`config.mk`:
```
export PLATFORM = sky130hd
export DESIGN_NAME = ibef_interp
export DESIGN_NICKNAME = d
export VERILOG_FILES = /design/src/rtl/ibef_pkg.sv /design/src/rtl/ibef_interp.sv
export SDC_FILE = /design/constraint.sdc
export NUM_CORES = 1
export LEC_CHECK = 0
export BUFFER_PORTS_ARGS = -buffer_cell sky130_fd_sc_hd__buf_2
export CORE_MARGIN = 1
export CORE_UTILIZATION = 40
export DETAILED_ROUTE_END_ITERATION = 16
export GPL_TIMING_DRIVEN = 0
export PLACE_DENSITY = 0.7
export SLEW_MARGIN = 20
export SYNTH_ARGS = -nofsm -noshare
export SYNTH_HDL_FRONTEND = slang
export SYNTH_SLANG_ARGS = --single-unit
```
`constraint.sdc`:
```
create_clock -name clk_i -period 6.4 [get_ports clk_i]
set_clock_uncertainty 0.1 [all_clocks]
set_input_delay 0.64 -clock clk_i [delete_from_list [all_inputs] [get_ports clk_i]]
set_output_delay 0.64 -clock clk_i [all_outputs]
set_load 0.03 [all_outputs]
```
`src/rtl/ibef_pkg.sv`:
```
// Shared types, constants and codes for the interpolated band edge filter.
package ibef_pkg;

  localparam int GridMaxDef     = 64;
  localparam int GeneSlotsDef   = 256;
  localparam int MatrixGenesDef = 256;

  localparam logic [1:0] ACT_GRID = 2'd0;
  localparam logic [1:0] ACT_LINK = 2'd1;
  localparam logic [1:0] ACT_CORR = 2'd2;
  localparam logic [1:0] ACT_TEST = 2'd3;

  localparam logic [1:0] CFG_DROP_MODE   = 2'd0;
  localparam logic [1:0] CFG_GRID_POINTS = 2'd1;

  typedef struct packed {
    logic signed [15:0] x;
    logic signed [15:0] lo;
    logic signed [15:0] hi;
  } grid_ent_t;

  typedef enum logic [3:0] {
    ST_IDLE,
    ST_MAP_A,
    ST_MAP_B,
    ST_CORR,
    ST_END0,
    ST_ENDN,
    ST_SEARCH,
    ST_FETCH_LO,
    ST_FETCH_HI,
    ST_START_LO,
    ST_WAIT_LO,
    ST_START_HI,
    ST_WAIT_HI,
    ST_DONE
  } state_e;

endpackage

```
`src/rtl/ibef_interp.sv`:
```
// Sequential interpolation unit: one multiply, then a two-bit-per-cycle divider.
module ibef_interp (
  input  logic               clk_i,
  input  logic               rst_ni,
  input  logic               start_i,
  input  logic        [15:0] dv_i,
  input  logic signed [16:0] dy_i,
  input  logic        [15:0] dx_i,
  input  logic signed [15:0] y0_i,
  output logic               done_o,
  output logic signed [15:0] y_o
);
  import ibef_pkg::*;

  logic        busy_q, mul_q, done_q;
  logic [2:0]  cnt_q;
  logic        neg_q;
  logic [15:0] dv_q, dmag_q, dx_q;
  logic signed [15:0] y0_q, y_q;
  logic [16:0] rem_q, rem_d;
  logic [15:0] quo_q, quo_d;
  logic [31:0] prod;
  logic [16:0] dy_abs;
  logic signed [17:0] sum;

  assign dy_abs = dy_i[16] ? 17'(-dy_i) : 17'(dy_i);
  assign prod   = dv_q * dmag_q;

  always_comb begin
    logic [16:0] r;
    logic [15:0] q;
    r = rem_q;
    q = quo_q;
    for (int k = 0; k < 2; k++) begin
      r = {r[15:0], q[15]};
      q = {q[14:0], 1'b0};
      if (r >= {1'b0, dx_q}) begin
        r = r - {1'b0, dx_q};
        q[0] = 1'b1;
      end
    end
    rem_d = r;
    quo_d = q;
  end

  assign sum = 18'(y0_q) + (neg_q ? -18'(quo_d) : 18'(quo_d));

  always_ff @(posedge clk_i or negedge rst_ni) begin
    if (!rst_ni) begin
      busy_q <= 1'b0;
      mul_q  <= 1'b0;
      done_q <= 1'b0;
      cnt_q  <= '0;
    end else begin
      done_q <= 1'b0;
      if (start_i) begin
        busy_q <= 1'b1;
        mul_q  <= 1'b1;
      end else if (mul_q) begin
        mul_q <= 1'b0;
        cnt_q <= '0;
      end else if (busy_q) begin
        cnt_q <= cnt_q + 3'd1;
        if (cnt_q == 3'd7) begin
          busy_q <= 1'b0;
          done_q <= 1'b1;
        end
      end
    end
  end

  always_ff @(posedge clk_i) begin
    if (start_i) begin
      dv_q   <= dv_i;
      dmag_q <= dy_abs[15:0];
      neg_q  <= dy_i[16];
      dx_q   <= dx_i;
      y0_q   <= y0_i;
    end else if (mul_q) begin
      rem_q <= {1'b0, prod[31:16]};
      quo_q <= prod[15:0];
    end else if (busy_q) begin
      rem_q <= rem_d;
      quo_q <= quo_d;
      if (cnt_q == 3'd7) begin
        y_q <= sum[15:0];
      end
    end
  end

  assign done_o = done_q;
  assign y_o    = y_q;

endmodule

```
-- Word-level counts from Yosys, hierarchy flattened
Cells that the tools add are included.
Widths: inputs -> output; s select.
- multiplexer cells: 21
- reduce and logical (&&, ||, !) cells: 3
- add/sub/neg operators: 6
- multiply operators: 1
- shift operators: 0
- bitwise logic cells: 2
- div/mod/pow operators: 0
- equality and inequality tests: 2
- order comparisons: 2
- operator list (kind ; number):
    $mux 16 ; 8
    $ge 17x16->1 ; 2
    $mul 16x16->32 ; 1
    $neg 16->16 ; 2
    $sub 16x16->16 ; 2
    $add 16x16->16 ; 1
    $mux 1 ; 11
    $mux 3 ; 2
    $reduce_and 4->1 ; 1
    $add 3x1->3 const B ; 1
    $eq 3x3->1 const B ; 1
    $ne 2x2->1 const B ; 1
    $not 1->1 ; 2
    $reduce_and 2->1 ; 1
    $reduce_bool 2->1 ; 1
- output and inout port bits: 17
- RAM bits: 0
- memories: 0
- input port bits: 68
- bits in read-only memories: 0
- latch bits: 0
- flip-flop bits (word level): 119
- word-level logic and storage cells: 49

-- Longest topological paths before layout
Gate-level depths: netlist of the first run.
- depth after elaboration: 7
- gate-level depth with buffers: 34
- mapped depth without buffers: 32

-- Least setup slack after synthesis of the first run
Ideal clock, no wire load.
- kind: register to register
- start: reg dx_q[1]
- end: reg y_q[14], in the netlist y_o[14], data pin
- path buffers: 3
- setup slack: -0.593 ns
- data required time: 6.042 ns
- arrival time: 6.636 ns
- cell stages (with the launch flop): 34
- period minus slack after synthesis: 6.993 ns
- setup time: 0.258 ns
- path through: edfxtp_1 -> inv_1 -> ha_1 -> nor2b_1 -> o31a_1 -> o21ai_1 -> a31oi_1 -> o32ai_2 -> clkbuf_1 -> mux2_2 -> ha_1 -> o21a_1 -> o31ai_1 -> nand3_1 -> a221o_1 -> a21oi_1 -> o21ai_0 -> a211o_1 -> buf_2 -> buf_2 -> inv_1 -> ha_1 -> nand2_1 -> o21ai_0 -> fa_1 -> a21o_1 -> a21oi_1 -> o21bai_1 -> a21o_1 -> a21oi_1 -> nor3_1 -> o31a_1 -> nor2_1 -> xnor2_1
- cells in the longest elaborated chain, start to end: 7
- elaborated cells between the ends (all ways): 9
- classes of those cells: add/sub (3); order compare (2); mux (4)
- ends and longest elaborated chain (item ; RTL line ; text):
    from (decl) ; ibef_interp.sv:18 ; logic [15:0] dv_q, dmag_q, dx_q;
    from (signal assigned) ; ibef_interp.sv:77 ; dx_q <= dx_i;
    $sub 16x16->16 or $ge 17x16->1 (tied branches) ; ibef_interp.sv:38, ibef_interp.sv:37 ;
    $mux 16 ; ibef_interp.sv:37 ; if (r >= {1'b0, dx_q}) begin
    $ge 17x16->1 ; ibef_interp.sv:37 ;
    $mux 1 ; ibef_interp.sv:37 ;
    $neg 16->16 ; ibef_interp.sv:46 ; assign sum = 18'(y0_q) + (neg_q ? -18'(quo_d) : 18'(quo_d));
    $mux 16 * ; ibef_interp.sv:46 ;
    $add 16x16->16 * ; ibef_interp.sv:46 ;
    named net sum[14] ; ibef_interp.sv:24 ; logic signed [17:0] sum;
    to (signal assigned) ; ibef_interp.sv:86 ; y_q <= sum[15:0];
    to (decl) ; ibef_interp.sv:19 ; logic signed [15:0] y0_q, y_q;
Mark *: on every way through the listed nets, which the timed path passes. The rest lies on a longest branch.
A chain may end at the register's enable or synchronous reset.

-- Final worst setup path of the first run
- start: reg rem_q[4]
- end: reg y_q[13], in the netlist y_o[13], data pin
- cells in the longest elaborated chain, start to end: 7
- elaborated cells between the ends (all ways): 9
- classes of those cells: add/sub (3); order compare (2); mux (4)
- ends and longest elaborated chain (item ; RTL line ; text):
    from (decl) ; ibef_interp.sv:20 ; logic [16:0] rem_q, rem_d;
    from (signal assigned) ; ibef_interp.sv:80 ; rem_q <= {1'b0, prod[31:16]};
    from (signal assigned) ; ibef_interp.sv:83 ; rem_q <= rem_d;
    $sub 16x16->16 or $ge 17x16->1 (tied branches) ; ibef_interp.sv:38, ibef_interp.sv:37 ;
    $mux 16 ; ibef_interp.sv:37 ;
    $ge 17x16->1 ; ibef_interp.sv:37 ;
    $mux 1 ; ibef_interp.sv:37 ;
    $neg 16->16 ; ibef_interp.sv:46 ;
    $mux 16 * ; ibef_interp.sv:46 ;
    $add 16x16->16 * ; ibef_interp.sv:46 ;
    named net sum[13] ; ibef_interp.sv:24 ;
Marks and branches as above.

==> impl_metrics.tcl, run 1 <==
set metrics [dict create \
    drt_iter0_drc 995 \
    syn_nets 1966 \
    dieArea_sq_um 38800 \
    ant_nets 0 \
    synthFlopType "edfxtp_1" \
    r2r_end "y_o[13]$_DFFE_PP_" \
    cts_buffers 17 \
    period_needed_ps 6620 \
    drive_above_1_share 0.257 \
    root_buffer "clkbuf_16" \
    synth_edf_count 113 \
    hp-start "dx_i[12]" \
    cp_slowest_cell "or4_4" \
    min_path_cells 1 \
    rsz0062_at_grt "yes" \
    syn_area_sq_um 15200 \
    slew_violations 0 \
    num_vias 12077 \
    rows 71 \
    tritoncts "done" \
    area_growth_pct 26.7 \
    design_area_sq_um 19300 \
    num_antenna_cells 0 \
    drv_cap 0 \
    ys_seq_area_frac 0.233 \
    relSlewSlack 0.438 \
    cts.sinks 119 \
    cp_max_fo 6 \
    hold_viol 0 \
    coreArea_sq_um 37500 \
    fin_cells 2318 \
    grtUsageTotal 0.218 \
    reg2reg_depth 31 \
    yosysWarnings 0 \
    htree_levels 4 \
    fill_cells 3280 \
    crit_top_cell "ha_4" \
    layout_setup_ws_ps -220 \
    die_h_um 197 \
    seq_area_sq_um 3540 \
    viasPerCell 5.21 \
    pin_count 85 \
    drcViolationCount 0 \
    dpl.hpwl_mm 30.1 \
    critical_path_class "reg2reg" \
    end_kind "flip-flop" \
    cp.arrival_ps 6720 \
    clockBufferDepth 2 \
    nets 2214 \
    syn-instance-count 1546 \
    grt_pass1_vias 12444 \
    grt_max_degree 40 \
    die_w_um 197 \
    tightest_slew_ps 842 \
    cp.required_ps 6500 \
    r2r_start "rem_q[4]$_DFFE_PP_" \
    r2r_setup_slack_ps -220 \
    worst_setup_path_start_kind "flip-flop" \
    place.gp.congestion 0.954 \
    drt-pass1-iter-count 7 \
    synth.avg_cell_area_sq_um 9.83 \
    port_buffers 84 \
    setup_viol 10 \
    synthArstFlopShare 0.0504 \
    crit_path_max_incr_delay_ps 540 \
    antenna_found_initial 0 \
    clock_latency_ps 450 \
    grt_pass1_wl_mm 65.4 \
    fmax_mhz 151 \
    start_util 0.405 \
    overflow 0 \
    clkTransAtPathRegs_ps 60 \
    synth-seq-cells 119 \
    violations "negative setup slack" \
    layout_worst_path_cycle_share 1.03 \
    min_to "dx_q[12]$_DFFE_PP_" \
    dpl_cell_area_sq_um 16400 \
    place_inst 2143 \
    wirelength_mm 41.9 \
    synth_cell_types 59 \
    multiInputGateArea_sq_um 11400 \
    status "finished with violations" \
    pre_cts_slack_ps -1480 \
    post_drt_wl_per_cell_um 18.1 \
    hold_class "in2reg" \
]
==> registers in the layout, summed over array words and instances, names as in the netlist <==
| name | cells |
|---|---|
| done_o | 1 |
| mul_q | 1 |
| dmag_q | 16 |
| rem_q | 16 |
| dx_q | 16 |
| cnt_q | 3 |
| y0_q | 16 |
| neg_q | 1 |
| busy_q | 1 |
| y_o | 16 |
| dv_q | 16 |
| quo_q | 16 |
==> cells in the mapped netlist, types with 3 or more instances <==
| master | n | area, sq um |
|---|---|---|
| a21oi_1 | 56 | 280 |
| dfrtp_1 | 6 | 150 |
| or4_4 | 3 | 33.8 |
| xnor2_1 | 60 | 526 |
| and2_1 | 88 | 551 |
| nor2b_1 | 7 | 43.8 |
| buf_2 | 3 | 15.0 |
| or4_1 | 5 | 37.5 |
| and3_1 | 5 | 31.3 |
| mux2i_1 | 20 | 200 |
| inv_1 | 248 | 931 |
| nand2_1 | 222 | 833 |
| clkbuf_1 | 44 | 165 |
| o31ai_1 | 13 | 97.6 |
| a31oi_1 | 7 | 43.8 |
| fa_1 | 197 | 3940 |
| o21ai_0 | 52 | 260 |
| nand2b_1 | 13 | 81.3 |
| a211oi_1 | 10 | 75.1 |
| edfxtp_1 | 113 | 3390 |
| a211o_1 | 3 | 26.3 |
| xor2_1 | 31 | 272 |
| a21o_1 | 29 | 218 |
| a2111oi_0 | 4 | 35.0 |
| o211ai_1 | 6 | 45.0 |
| o21bai_1 | 7 | 52.6 |
| o41ai_1 | 6 | 52.6 |
| o21a_1 | 11 | 82.6 |
| nand3_1 | 16 | 80.1 |
| nand4_1 | 7 | 43.8 |
| nor3_1 | 20 | 100 |
| ha_1 | 155 | 1940 |
| mux2_2 | 15 | 169 |
| nor2_1 | 32 | 120 |
==> how the worst max path moves through the flow <==
stage	endpoint	slack [ps]	start	cells past startpoint
detailed placement	y_o[14]$_DFFE_PP_	-1480	rem_q[0]$_DFFE_PP_	32
global route	y_o[13]$_DFFE_PP_	-390	rem_q[2]$_DFFE_PP_	32
finish	y_o[13]$_DFFE_PP_	-220	rem_q[4]$_DFFE_PP_	31
global placement	y_o[14]$_DFFE_PP_	-1320	rem_q[0]$_DFFE_PP_	32
floorplan	y_o[14]$_DFFE_PP_	30	dx_q[1]$_DFFE_PP_	33
CTS	y_o[10]$_DFFE_PP_	-230	rem_q[0]$_DFFE_PP_	31
==> layout make-up <==
| cell class | instances | area share |
|---|---|---|
| multi-input combinational | 1131 | 0.594 |
| sequential | 119 | 0.184 |
| timing repair buffer | 233 | 0.0881 |
| inverter | 248 | 0.0490 |
| tap | 511 | 0.0332 |
| clock buffer | 18 | 0.0223 |
| buffer | 44 | 0.0213 |
| clock inverter | 14 | 0.00780 |
==> stage by stage <==
stage	hold WS, ps	setup TNS, ps	util
after global routing	252	-3950	0.514
after CTS	247	-1320	0.491
after floorplan	244	0	-
after detailed placement	374	-19950	0.438
final	265	-1540	0.514
after global placement	374	-17360	0.436
==> worst max-delay path, delay by kind of cell, from the launching register on <==
| family | cells | cell delay (ps) |
|---|---|---|
| fa+ha+maj | 4 | 860 |
| flops | 1 | 470 |
| xor+xnor | 1 | 70 |
| simple gates | 7 | 1320 |
| buf+inv | 4 | 590 |
| compound gates | 14 | 2600 |
| mux | 1 | 330 |
==> cell usage in the layout (no fill, tap or decap), drive strengths merged, types with 7 or more instances in the layout <==
| cell type | n |
|---|---|
| mux2 | 16 |
| and2 | 88 |
| o21ai | 53 |
| nand2b | 13 |
| mux2i | 20 |
| edfxtp | 113 |
| ha | 155 |
| xor2 | 31 |
| o31ai | 14 |
| buf | 249 |
| nor2b | 7 |
| nand2 | 223 |
| clkinv | 7 |
| o21bai | 7 |
| a211oi | 10 |
| o21a | 11 |
| xnor2 | 60 |
| nor2 | 32 |
| a21o | 29 |
| fa | 197 |
| nand4 | 7 |
| clkbuf | 45 |
| inv | 250 |
| a31oi | 7 |
| a21oi | 56 |
| or4 | 8 |
| nor3 | 20 |
| nand3 | 16 |
==> cells by family (layout without fill, tap and decap cells) <==
| family | count (synthesis) | after routing | share of synthesized area |
|---|---|---|---|
| AOI/OAI and AO/OA | 224 | 224 | 0.0957 |
| xor gates and xnor gates | 91 | 91 | 0.0524 |
| adders and majority gates | 352 | 352 | 0.387 |
| buffers and inverters | 296 | 557 | 0.0733 |
| DFF | 119 | 119 | 0.233 |
| muxes | 36 | 36 | 0.0250 |
| and+or+nand+nor | 428 | 428 | 0.133 |
==> metal layers <==
metal	up-vias	global-route usage	routed length [um]
li1	5594	-	-
met1	5871	0.280	17600
met2	491	0.363	19700
met3	121	0.0373	2830
met4	0	0.0899	1690
met5	-	0	0
==> repair_timing <==
item | in CTS | in global routing
resized for setup | 165 | 136
hold endpoints to repair | 6 | 0
gates cloned | 0 | 2
setup buffers | 108 | 47
pin swaps | 54 | 117
hold buffers | 1 | 0
endpoints found under the setup margin | 31 | 25
Power of run 1 is left out: the tool's default activity adds up to more than one toggle a clock period on the data nets, which glitch-free logic cannot reach.
==> inputs of run 2 (changes only) <==
--- a/config.mk
+++ b/config.mk
@@ -5,12 +5,13 @@
 export SDC_FILE = /design/constraint.sdc
 export NUM_CORES = 1
 export LEC_CHECK = 0
+export ABC_CLOCK_PERIOD_IN_PS = 6400
 export BUFFER_PORTS_ARGS = -buffer_cell sky130_fd_sc_hd__buf_2
 export CORE_MARGIN = 1
-export CORE_UTILIZATION = 40
+export CORE_UTILIZATION = 55
 export DETAILED_ROUTE_END_ITERATION = 16
 export GPL_TIMING_DRIVEN = 0
-export PLACE_DENSITY = 0.7
+export PLACE_DENSITY = 0.88
 export SLEW_MARGIN = 20
 export SYNTH_ARGS = -nofsm -noshare
 export SYNTH_HDL_FRONTEND = slang
==> impl_metrics.tcl, run 2 (synthesized netlist as in run 1, its figures left out) <==
set metrics [dict create \
    status "finished with violations" \
    violations "negative setup slack" \
    fin_cells 2118 \
    drt_iter0_drc 1357 \
    fill_cells 1736 \
    grt_pass1_vias 13188 \
    fin_hold_ws_ps 262 \
    relSlewSlack 0.452 \
    final_common_cell "inv_1" \
    rows 60 \
    cts_buffers 17 \
    nets 2184 \
    grtUsageTotal 0.299 \
    overflow 0 \
    end_kind "flip-flop" \
    clock_latency_ps 460 \
    wirelength_mm 44.5 \
    start_util 0.562 \
    die_h_um 168 \
    layout_setup_ws_ps -314 \
    min_to "y0_q[9]$_DFFE_PP_" \
    port_buffers 84 \
    clkTransAtPathRegs_ps 80 \
    dieArea_sq_um 28300 \
    coreArea_sq_um 27000 \
    cp.arrival_ps 6810 \
    reg2reg_depth 31 \
    layout_common_cells "inv_1 (238), nand2_1 (214), fa_1 (189)" \
    crit_buf_inv 4 \
    grt_pass1_wl_mm 65.7 \
    hp-start "y0_i[9]" \
    die_w_um 168 \
    post_drt_wl_per_cell_um 21.0 \
    tightest_slew_ps 822 \
    area_growth_pct 23.0 \
    path_delay_family "compound AO/OA/AOI/OAI gates" \
    drt-pass1-iter-count 5 \
    dpl.hpwl_mm 29.4 \
    hold_viol 0 \
    pin_count 85 \
    cp_slowest_cell "or4_4" \
    root_buffer "clkbuf_16" \
    r2r_setup_slack_ps -310 \
    drcViolationCount 0 \
    drv_cap 0 \
    hold_class "in2reg" \
    antenna_found_initial 0 \
    crit_path_max_incr_delay_ps 580 \
    fmax_mhz 149 \
    critical_path_class "reg2reg" \
    pre_cts_slack_ps -1160 \
    place.gp.congestion 0.980 \
    slew_violations 0 \
    place_inst 1973 \
    clockBufferDepth 2 \
    period_needed_ps 6710 \
    drive_above_1_share 0.233 \
    layout_worst_path_cycle_share 1.05 \
    r2r_start "rem_q[4]$_DFFE_PP_" \
    min_path_cells 1 \
    setup_viol 9 \
    fin_tns_setup_ps -1550 \
    grt_max_degree 45 \
    rsz0062_at_grt "yes" \
    crit_top_cell "a21oi_2" \
    tritoncts "done" \
    num_vias 12790 \
    ant_nets 0 \
    r2r_end "y_o[14]$_DFFE_PP_" \
    worst_setup_path_start_kind "flip-flop" \
    cts.sinks 119 \
    viasPerCell 6.04 \
    htree_levels 4 \
    cp_max_fo 6 \
    num_antenna_cells 0 \
    cp.required_ps 6490 \
]
-- run 2: timing repair --
item                                   4_1_cts  5_1_grt
endpoints found under the hold margin        6        0
gates cloned                                 1        1
setup endpoints to repair                   29       21
gates resized for setup                    131      143
pin swaps                                   54       82
setup buffers                               79       38
hold buffers                                 1        0
-- run 2: stage by stage --
step	util	area (sq um)
finish	0.692	18700
detailed placement	0.600	16200
floorplan	-	15300
global placement	0.598	16100
global route	0.692	18700
CTS	0.664	17900
-- run 2: metal layers --
layer	wire [um]	part of all wire	GRT usage	vias up
met5	0	0	0	-
met3	4380	0.098	0.0851	247
li1	-	-	-	5518
met2	21400	0.48	0.501	857
met1	16000	0.36	0.347	6168
met4	2700	0.061	0.164	0
-- run 2: final cells by class --
cell class,instances,area (sq um),share of cell area
buffer,41,358,0.0191
clock buffer,20,447,0.0239
clock inverter,12,190,0.0102
inverter,248,943,0.0505
multi-input combinational,1131,11300,0.606
sequential,119,3540,0.190
tap,341,427,0.0228
timing repair buffer,206,1450,0.0777
-- run 2: worst max path at each step --
stage | startpoint | to | slack (ps) | depth (start not counted)
2_1_floorplan | dx_q[1]$_DFFE_PP_ | y_o[14]$_DFFE_PP_ | 30 | 33
3_3_place_gp | rem_q[0]$_DFFE_PP_ | y_o[14]$_DFFE_PP_ | -1050 | 32
3_5_place_dp | rem_q[0]$_DFFE_PP_ | y_o[14]$_DFFE_PP_ | -1160 | 32
4_1_cts | rem_q[0]$_DFFE_PP_ | y_o[9]$_DFFE_PP_ | -160 | 31
5_1_grt | rem_q[4]$_DFFE_PP_ | y_o[14]$_DFFE_PP_ | -480 | 30
6_report | rem_q[4]$_DFFE_PP_ | y_o[14]$_DFFE_PP_ | -310 | 31
Power of run 2 is left out for the same reason.
